--- src/rtl/prfd_pkg.sv ---
// Shared constants, types and the CRC byte update for the plug radio frame decoder.
`default_nettype none

package prfd_pkg;

  localparam int FRAME_BYTES = 12;
  localparam int CRC_BYTES   = 10;
  localparam int SHIFT_LEN   = FRAME_BYTES - 1;
  localparam int POS_W       = 4;
  localparam int QUEUE_DEPTH = 2;

  localparam logic [POS_W-1:0] LAST_POS  = POS_W'(FRAME_BYTES - 1);
  localparam logic [POS_W-1:0] CRC_LIMIT = POS_W'(CRC_BYTES);

  localparam logic [15:0] CRC_POLY = 16'h8005;

  localparam logic [7:0] CMD_MEASURE = 8'h04;
  localparam logic [7:0] CMD_SWITCH  = 8'h05;
  localparam logic [7:0] CMD_LED     = 8'h06;
  localparam logic [7:0] CMD_PAIRING = 8'h11;
  localparam logic [7:0] FILL_AA     = 8'hAA;
  localparam logic [7:0] FILL_FF     = 8'hFF;
  localparam logic [7:0] DATA_ON     = 8'h01;

  // One complete frame as handed from the front end to the back end.
  typedef struct packed {
    logic [15:0]                  crc_calc;
    logic [FRAME_BYTES-1:0][7:0]  bytes;
  } frame_rec_t;

  // One decoded result.
  typedef struct packed {
    logic        crc_ok;
    logic        from_plug;
    logic [7:0]  channel;
    logic [7:0]  command;
    logic [23:0] device_id;
    logic [7:0]  data_value;
    logic        is_on;
    logic        is_pairing;
    logic        is_on_off;
    logic [15:0] power_tenths_watt;
    logic [15:0] energy_hundredths_kwh;
    logic [15:0] received_crc;
  } result_t;

  // CRC-16, polynomial 0x8005, MSB first, one byte per call.
  function automatic logic [15:0] crc_feed(input logic [15:0] crc, input logic [7:0] b);
    logic [15:0] r;
    r = crc ^ {b, 8'h00};
    for (int k = 0; k < 8; k++) begin
      if (r[15]) begin
        r = {r[14:0], 1'b0} ^ CRC_POLY;
      end else begin
        r = {r[14:0], 1'b0};
      end
    end
    return r;
  endfunction

endpackage

`default_nettype wire

--- src/rtl/prfd_front.sv ---
// Front end: accepts frame bytes, tracks position, runs the CRC and assembles frames.
`default_nettype none

module prfd_front (
  input  wire logic                clk,
  input  wire logic                rst_n,
  input  wire logic                in_push,
  input  wire logic [7:0]          in_rx_byte,
  input  wire logic                in_frame_start,
  output logic                     in_full,
  input  wire logic                q_full,
  output logic                     q_push,
  output prfd_pkg::frame_rec_t     q_rec
);
  import prfd_pkg::*;

  logic [POS_W-1:0]          pos_r, pos_nxt, pos_sel;
  logic [15:0]               crc_r, crc_nxt, crc_base;
  logic [SHIFT_LEN-1:0][7:0] shift_r, shift_nxt;
  logic                      accept, last_byte;

  // Stall only when the byte position stands at the last frame byte and the queue has no room.
  assign in_full   = q_full && (pos_r == LAST_POS);
  assign accept    = in_push && !in_full;
  assign pos_sel   = in_frame_start ? '0 : pos_r;
  assign crc_base  = in_frame_start ? 16'h0000 : crc_r;
  assign last_byte = (pos_sel == LAST_POS);
  assign q_push    = accept && last_byte;

  always_comb begin
    pos_nxt   = pos_r;
    crc_nxt   = crc_r;
    shift_nxt = shift_r;
    if (accept) begin
      shift_nxt = {shift_r[SHIFT_LEN-2:0], in_rx_byte};
      if (last_byte) begin
        pos_nxt = '0;
        crc_nxt = 16'h0000;
      end else begin
        pos_nxt = pos_sel + 1'b1;
        crc_nxt = (pos_sel < CRC_LIMIT) ? crc_feed(crc_base, in_rx_byte) : crc_base;
      end
    end
  end

  // The newest byte sits at the low end of the shift line.
  always_comb begin
    q_rec.crc_calc = crc_r;
    for (int i = 0; i < SHIFT_LEN; i++) begin
      q_rec.bytes[i] = shift_r[SHIFT_LEN-1-i];
    end
    q_rec.bytes[FRAME_BYTES-1] = in_rx_byte;
  end

  always_ff @(posedge clk) begin
    if (!rst_n) begin
      pos_r <= '0;
      crc_r <= 16'h0000;
    end else begin
      pos_r <= pos_nxt;
      crc_r <= crc_nxt;
    end
  end

  always_ff @(posedge clk) begin
    shift_r <= shift_nxt;
  end

  a_pos_range: assert property (@(posedge clk) disable iff (!rst_n)
    pos_r <= LAST_POS)
    else $error("byte position beyond last frame byte");

  a_wrap_after_push: assert property (@(posedge clk) disable iff (!rst_n)
    q_push |=> (pos_r == '0) && (crc_r == 16'h0000))
    else $error("position or CRC not cleared after a complete frame");

  a_push_room: assert property (@(posedge clk) disable iff (!rst_n)
    q_push |-> !q_full)
    else $error("frame pushed into a full queue");

endmodule

`default_nettype wire

--- src/rtl/prfd_queue.sv ---
// Short frame queue between the front end and the back end.
`default_nettype none

module prfd_queue #(
  parameter int Depth = prfd_pkg::QUEUE_DEPTH
) (
  input  wire logic                 clk,
  input  wire logic                 rst_n,
  input  wire logic                 push,
  input  wire prfd_pkg::frame_rec_t wr_rec,
  output logic                      full,
  input  wire logic                 pop,
  output prfd_pkg::frame_rec_t      rd_rec,
  output logic                      empty
);
  import prfd_pkg::*;

  localparam int IDX_W = (Depth > 1) ? $clog2(Depth) : 1;
  localparam int CNT_W = $clog2(Depth + 1);

  frame_rec_t       mem [Depth];
  logic [IDX_W-1:0] wr_ptr_r, rd_ptr_r;
  logic [CNT_W-1:0] count_r;
  logic             do_push, do_pop;

  assign full    = (count_r == CNT_W'(Depth));
  assign empty   = (count_r == '0);
  assign do_push = push && !full;
  assign do_pop  = pop && !empty;
  assign rd_rec  = mem[rd_ptr_r];

  always_ff @(posedge clk) begin
    if (do_push) begin
      mem[wr_ptr_r] <= wr_rec;
    end
  end

  always_ff @(posedge clk) begin
    if (!rst_n) begin
      wr_ptr_r <= '0;
      rd_ptr_r <= '0;
      count_r  <= '0;
    end else begin
      if (do_push) begin
        wr_ptr_r <= (wr_ptr_r == IDX_W'(Depth - 1)) ? '0 : wr_ptr_r + 1'b1;
      end
      if (do_pop) begin
        rd_ptr_r <= (rd_ptr_r == IDX_W'(Depth - 1)) ? '0 : rd_ptr_r + 1'b1;
      end
      count_r <= count_r + CNT_W'(do_push) - CNT_W'(do_pop);
    end
  end

  a_count_range: assert property (@(posedge clk) disable iff (!rst_n)
    count_r <= CNT_W'(Depth))
    else $error("queue count beyond depth");

  a_ptr_agree: assert property (@(posedge clk) disable iff (!rst_n)
    (count_r == '0) |-> (wr_ptr_r == rd_ptr_r))
    else $error("empty queue with pointers apart");

endmodule

`default_nettype wire

--- src/rtl/prfd_back.sv ---
// Back end: decodes a queued frame and holds the result until it is taken.
`default_nettype none

module prfd_back (
  input  wire logic                 clk,
  input  wire logic                 rst_n,
  input  wire logic                 q_empty,
  input  wire prfd_pkg::frame_rec_t q_rec,
  output logic                      q_pop,
  output prfd_pkg::result_t         res,
  output logic                      out_empty,
  input  wire logic                 out_pop
);
  import prfd_pkg::*;

  result_t res_r, res_nxt;
  logic    valid_r;
  logic    all_ff, all_aa, crc_ok, from_plug, measure;

  assign q_pop = !q_empty && (!valid_r || out_pop);

  always_comb begin
    all_ff  = (q_rec.bytes[6] == FILL_FF) && (q_rec.bytes[7] == FILL_FF) &&
              (q_rec.bytes[8] == FILL_FF) && (q_rec.bytes[9] == FILL_FF);
    all_aa  = (q_rec.bytes[6] == FILL_AA) && (q_rec.bytes[7] == FILL_AA) &&
              (q_rec.bytes[8] == FILL_AA) && (q_rec.bytes[9] == FILL_AA);
    measure = (q_rec.bytes[1] == CMD_MEASURE);
    crc_ok  = ({q_rec.bytes[10], q_rec.bytes[11]} == q_rec.crc_calc);
    from_plug = !((q_rec.bytes[1] == CMD_LED) || all_ff || (measure && all_aa));

    res_nxt.crc_ok       = crc_ok;
    res_nxt.from_plug    = from_plug;
    res_nxt.channel      = q_rec.bytes[0];
    res_nxt.command      = q_rec.bytes[1];
    res_nxt.device_id    = {q_rec.bytes[2], q_rec.bytes[3], q_rec.bytes[4]};
    res_nxt.data_value   = q_rec.bytes[5];
    res_nxt.is_on        = (q_rec.bytes[5] == DATA_ON);
    res_nxt.is_pairing   = (q_rec.bytes[1] == CMD_PAIRING);
    res_nxt.is_on_off    = (q_rec.bytes[1] == CMD_SWITCH);
    res_nxt.received_crc = {q_rec.bytes[10], q_rec.bytes[11]};
    if (crc_ok && from_plug && measure) begin
      res_nxt.power_tenths_watt     = {q_rec.bytes[6], q_rec.bytes[7]};
      res_nxt.energy_hundredths_kwh = {q_rec.bytes[8], q_rec.bytes[9]};
    end else begin
      res_nxt.power_tenths_watt     = 16'h0000;
      res_nxt.energy_hundredths_kwh = 16'h0000;
    end
  end

  always_ff @(posedge clk) begin
    if (!rst_n) begin
      valid_r <= 1'b0;
    end else if (q_pop) begin
      valid_r <= 1'b1;
    end else if (out_pop) begin
      valid_r <= 1'b0;
    end
  end

  always_ff @(posedge clk) begin
    if (q_pop) begin
      res_r <= res_nxt;
    end
  end

  assign res       = res_r;
  assign out_empty = !valid_r;

  a_gated_energy: assert property (@(posedge clk) disable iff (!rst_n)
    (valid_r && !(res_r.crc_ok && res_r.from_plug && res_r.command == CMD_MEASURE)) |->
    (res_r.power_tenths_watt == 16'h0000 && res_r.energy_hundredths_kwh == 16'h0000))
    else $error("power or energy shown for a frame that does not qualify");

endmodule

`default_nettype wire

--- src/rtl/plug_radio_frame_decoder_top.sv ---
// Top level of the plug radio frame decoder: front end, frame queue and back end.
`default_nettype none

// Throughput: one byte beat per cycle while in_full is low, with no gaps between frames.
// Result path: the edge that accepts byte 11 writes the frame queue and, when the result
//   register is free, the next edge loads the result register, where the result is visible.
// The input stalls only when byte 11 is due and the frame queue is full.
// Reset (rst_n low, synchronous) clears the byte position, the CRC, the queue pointers and
//   count and the result valid flag; no frame or result survives it.
module plug_radio_frame_decoder_top #(
  parameter int QueueDepth = prfd_pkg::QUEUE_DEPTH
) (
  input  wire logic        clk,
  input  wire logic        rst_n,
  input  wire logic        in_push,
  output logic             in_full,
  input  wire logic [7:0]  in_rx_byte,
  input  wire logic        in_frame_start,
  output logic             out_empty,
  input  wire logic        out_pop,
  output logic             out_crc_ok,
  output logic             out_from_plug,
  output logic [7:0]       out_channel,
  output logic [7:0]       out_command,
  output logic [23:0]      out_device_id,
  output logic [7:0]       out_data_value,
  output logic             out_is_on,
  output logic             out_is_pairing,
  output logic             out_is_on_off,
  output logic [15:0]      out_power_tenths_watt,
  output logic [15:0]      out_energy_hundredths_kwh,
  output logic [15:0]      out_received_crc
);
  import prfd_pkg::*;

  // Front end to queue.
  logic       q_push, q_full;
  frame_rec_t q_wr_rec;

  // Queue to back end.
  logic       q_pop, q_empty;
  frame_rec_t q_rd_rec;

  result_t    res;

  // The front end keeps the byte position and the running CRC, and collects the
  // frame in a shift line so that a complete frame leaves in a single beat.
  prfd_front u_front (
    .clk            (clk),
    .rst_n          (rst_n),
    .in_push        (in_push),
    .in_rx_byte     (in_rx_byte),
    .in_frame_start (in_frame_start),
    .in_full        (in_full),
    .q_full         (q_full),
    .q_push         (q_push),
    .q_rec          (q_wr_rec)
  );

  // The queue lets the front end keep taking bytes while a result waits to be popped.
  prfd_queue #(
    .Depth (QueueDepth)
  ) u_queue (
    .clk    (clk),
    .rst_n  (rst_n),
    .push   (q_push),
    .wr_rec (q_wr_rec),
    .full   (q_full),
    .pop    (q_pop),
    .rd_rec (q_rd_rec),
    .empty  (q_empty)
  );

  // The back end classifies the frame and holds the decoded result.
  prfd_back u_back (
    .clk       (clk),
    .rst_n     (rst_n),
    .q_empty   (q_empty),
    .q_rec     (q_rd_rec),
    .q_pop     (q_pop),
    .res       (res),
    .out_empty (out_empty),
    .out_pop   (out_pop)
  );

  assign out_crc_ok                = res.crc_ok;
  assign out_from_plug             = res.from_plug;
  assign out_channel               = res.channel;
  assign out_command               = res.command;
  assign out_device_id             = res.device_id;
  assign out_data_value            = res.data_value;
  assign out_is_on                 = res.is_on;
  assign out_is_pairing            = res.is_pairing;
  assign out_is_on_off             = res.is_on_off;
  assign out_power_tenths_watt     = res.power_tenths_watt;
  assign out_energy_hundredths_kwh = res.energy_hundredths_kwh;
  assign out_received_crc          = res.received_crc;

endmodule

`default_nettype wire
--- config.mk ---
export PLATFORM = sky130hd
export DESIGN_NAME = plug_radio_frame_decoder_top
export DESIGN_NICKNAME = d
export VERILOG_FILES = /design/src/rtl/prfd_pkg.sv /design/src/rtl/prfd_front.sv /design/src/rtl/prfd_queue.sv /design/src/rtl/prfd_back.sv /design/src/rtl/plug_radio_frame_decoder_top.sv
export SDC_FILE = /design/constraint.sdc
export NUM_CORES = 1
export LEC_CHECK = 0
export ABC_AREA = 1
export BUFFER_PORTS_ARGS = -buffer_cell sky130_fd_sc_hd__buf_2
export CAP_MARGIN = 20
export CORE_MARGIN = 2
export CORE_UTILIZATION = 54
export CTS_CLUSTER_SIZE = 25
export DETAILED_ROUTE_END_ITERATION = 10
export PLACE_DENSITY = 0.87
export REMOVE_ABC_BUFFERS = 1
export SYNTH_ARGS = -nofsm -noshare
export SYNTH_HDL_FRONTEND = slang
export SYNTH_HIERARCHICAL = 1
export SYNTH_SLANG_ARGS = --single-unit
--- constraint.sdc ---
create_clock -name clk -period 10.7 [get_ports clk]
set_clock_uncertainty 0.2 [all_clocks]
set_input_delay 0 -clock clk [delete_from_list [all_inputs] [get_ports clk]]
set_output_delay 0 -clock clk [all_outputs]
set_load 0.01 [all_outputs]
==> results.cfg <==
[run_status]
status = complete, no violations

[finish]
final_core_util_pct = 63.3
drive_gt1_share_pct = 27.8
nets = 1180
syn_to_final_growth_pct = 15.1
antennaDiodeCount = 0

[routing]
vias_per_cell = 5.28
drc_errors = 0
routed_wl_mm = 29.6
drt-initial-drc-count = 863
drtPass1Iterations = 5
drtAntennaViolNets = 0
routedWlPerCell_microns = 18.6
route.vias.total = 8381

[critical_path]
crit_chain = inv_1, nand2_1, inv_1, nand3_1, inv_1, nor2_4, buf_4, inv_1, nor3_1, nand2_1, nor2_4, buf_4, buf_4
arrival_ps = 4130
cp.required_ps = 10660
crit_slowest_cell = buf_4
startpoint_type = flip-flop
max_stage_delay_ps = 740
crit_path_max_fanout = 58
crit_path_frequent_cell = inv_1
crit_type = flip-flop to flip-flop
endpoint_kind = flip-flop

[global_route]
antenna_found_initial = 0
gr-total-overflow = 0
grt_max_degree = 83
track_usage_pct = 19.1
grt_pass1_vias = 8621
grt_pass1_wl_mm = 45.3

[timing]
rsz0062_at_grt = false
max-slew-margin-rel_pct = 24.0
worst_pin_slew_ps = 1140
post-route-min-period_ps = 4170
fmaxAchievable_mhz = 240
finalHoldViolCount = 0
setup_tns_ps = 0
finalSetupViolations = 0
drv_slew = 0
finalCritPeriodShare_pct = 38.9

[power]
switching_share_pct = 18.9
power.density_mw_per_mm2 = 184
seqPwrFrac_pct = 55.6
clkPwrFrac_pct = 42.9
p_leak_uw = 0.00681
intPower_uw = 2800
switchingPower_uw = 652
ir_drop_mv = 0.110
p_comb_share_pct = 1.5

[logic_synthesis]
synth.most_common_cell = edfxtp_1
ys_top_cells_by_area = edfxtp_1, mux2_2, dfxtp_1
yosys_warnings = 6
synth_top_flop_cell = edfxtp_1
netlist_instances = 1010
yosysTopAreaCell = edfxtp_1
synth_cell_type_count = 36
seq_area_frac_synth_pct = 79.1
syn_area_sq_mm = 0.0163
synth.top_cells.by_count = edfxtp_1, nand2_1, mux2_2
synthArstFlopShare_pct = 0
synth-edff-count = 413
yosysTopAreaCellShare_pct = 75.9
syn_area_per_cell_sq_um = 16.2
synth_seq_cells = 439

[die]
coreArea_sq_mm = 0.0297
io_pins = 116
start_util_pct = 55.0
die_area_sq_mm = 0.0317
die_y_microns = 178
die_x_microns = 178
rows = 63

[placed_design]
dp_hpwl_mm = 17.7
port_buffers = 115
gp_congestion = 0.842

[cts]
numCtsBuffers = 42
root_buffer = clkbuf_16
clock_sink_count = 439
postCtsSetupBuffers = 0
clk_path_buf_depth = 3
insertion_delay_ps = 540
cts_tree = yes
htree_levels = 2
clk_pin_slew_ps = 60

[worst_hold_path]
hold_path_class = primary input to flip-flop

[job]
maxCapViolations = 0
stage by stage:
| stage | hold slack [ps] | area [sq um] | setup slack (ps) | instances | power, uW |
|---|---|---|---|---|---|
| 5_1_grt | 49.1 | 18800 | 6170 | 1587 | 3550 |
| 3_5_place_dp | 46.2 | 17300 | 6510 | 1497 | 2000 |
| 2_1_floorplan | -107 | 16100 | -478 | 984 | 1980 |
| 4_1_cts | 29.5 | 18800 | 6480 | 1587 | 3480 |
| 3_3_place_gp | 37.6 | 17300 | 6630 | 1497 | 2000 |
| 6_report | 46.8 | 18800 | 6530 | 1587 | 3450 |
worst max-delay path, delay by kind of cell (launching register included):
| kind | cells | cell delay (ps) |
|---|---|---|
| AND/OR/NAND/NOR | 6 | 860 |
| flip-flops | 1 | 350 |
| buffers and inverters | 7 | 2310 |
layout make-up:
type | instances | area, sq um
fillers | 1944 | 10900
flip-flops and latches | 439 | 12900
clock inverters | 23 | 250
repair buffers | 136 | 766
multi-input cells | 443 | 2840
inverters | 102 | 385
well taps | 390 | 488
clock buffers | 54 | 1150
worst paths after layout:
kind,from,endpoint,slack (ps),cells after the start
worst min-delay path,in_rx_byte[5],u_queue/mem[0][93],50,2
worst max register to register,u_queue/count_r[0],u_queue/mem[0][110],6530,13
worst min register to register,u_front/q_rec[5],u_queue/mem[0][5],240,0
worst max-delay path,u_queue/count_r[0],u_queue/mem[0][110],6530,13
flip-flops by register name (all words and copies together), names as in the netlist, named ones only:
signal and cells:
u_queue/count_r 2, u_front/crc_r 16, u_queue/wr_ptr_r 1, u_queue/mem 224, u_queue/rd_ptr_r 1, u_back/res 101, u_front/pos_r 4, u_front/q_rec 88
u_back/valid_r 1
per-layer routing:
| metal | vias up | part of all wire [%] | GRT usage, % |
|---|---|---|---|
| met4 | 0 | 2.8 | 6.63 |
| met2 | 301 | 52 | 34.1 |
| li1 | 3901 | - | - |
| met3 | 58 | 5.6 | 3.06 |
| met1 | 4121 | 39 | 23.6 |
| met5 | - | 0 | 0 |
kinds of logic (layout without fill, tap and decap cells):
logic type / count (synthesis) / in the layout / share of synthesized area (%)
mux: 112 / 112 / 7.72
xor+xnor: 8 / 8 / 0.567
flops: 439 / 439 / 79.1
compound gates: 35 / 35 / 1.29
fa+ha+maj: 3 / 3 / 0.230
simple gates: 285 / 285 / 7.40
buf+inv: 128 / 315 / 3.72
cells in the final DEF (no fill, tap or decap), types with 13 or more instances in the layout:
| cell | count |
|---|---|
| a21oi_1 | 18 |
| buf_2 | 115 |
| clkbuf_16 | 44 |
| dfxtp_1 | 25 |
| dlygate4sd3_1 | 13 |
| edfxtp_1 | 413 |
| inv_1 | 94 |
| mux2_2 | 112 |
| nand2_1 | 123 |
| nand3_1 | 38 |
| nor2_1 | 91 |
power groups by stage:
| stage | combinational [uW] | clock, uW | sequential (uW) |
|---|---|---|---|
| 5_1_grt | 57.6 | 1570 | 1920 |
| 2_1_floorplan | 32.4 | 0 | 1950 |
| 4_1_cts | 51.2 | 1510 | 1920 |
| 3_5_place_dp | 47.4 | 0 | 1960 |
| 3_3_place_gp | 46.1 | 0 | 1950 |
| 6_report | 51.4 | 1480 | 1920 |
timing repair:
item	4_1_cts	5_1_grt
hold buffers	13	0
resized for setup	0	0
setup endpoints to repair	0	0
endpoints found under the hold margin	50	0
Power figures use the tool's default switching activity.
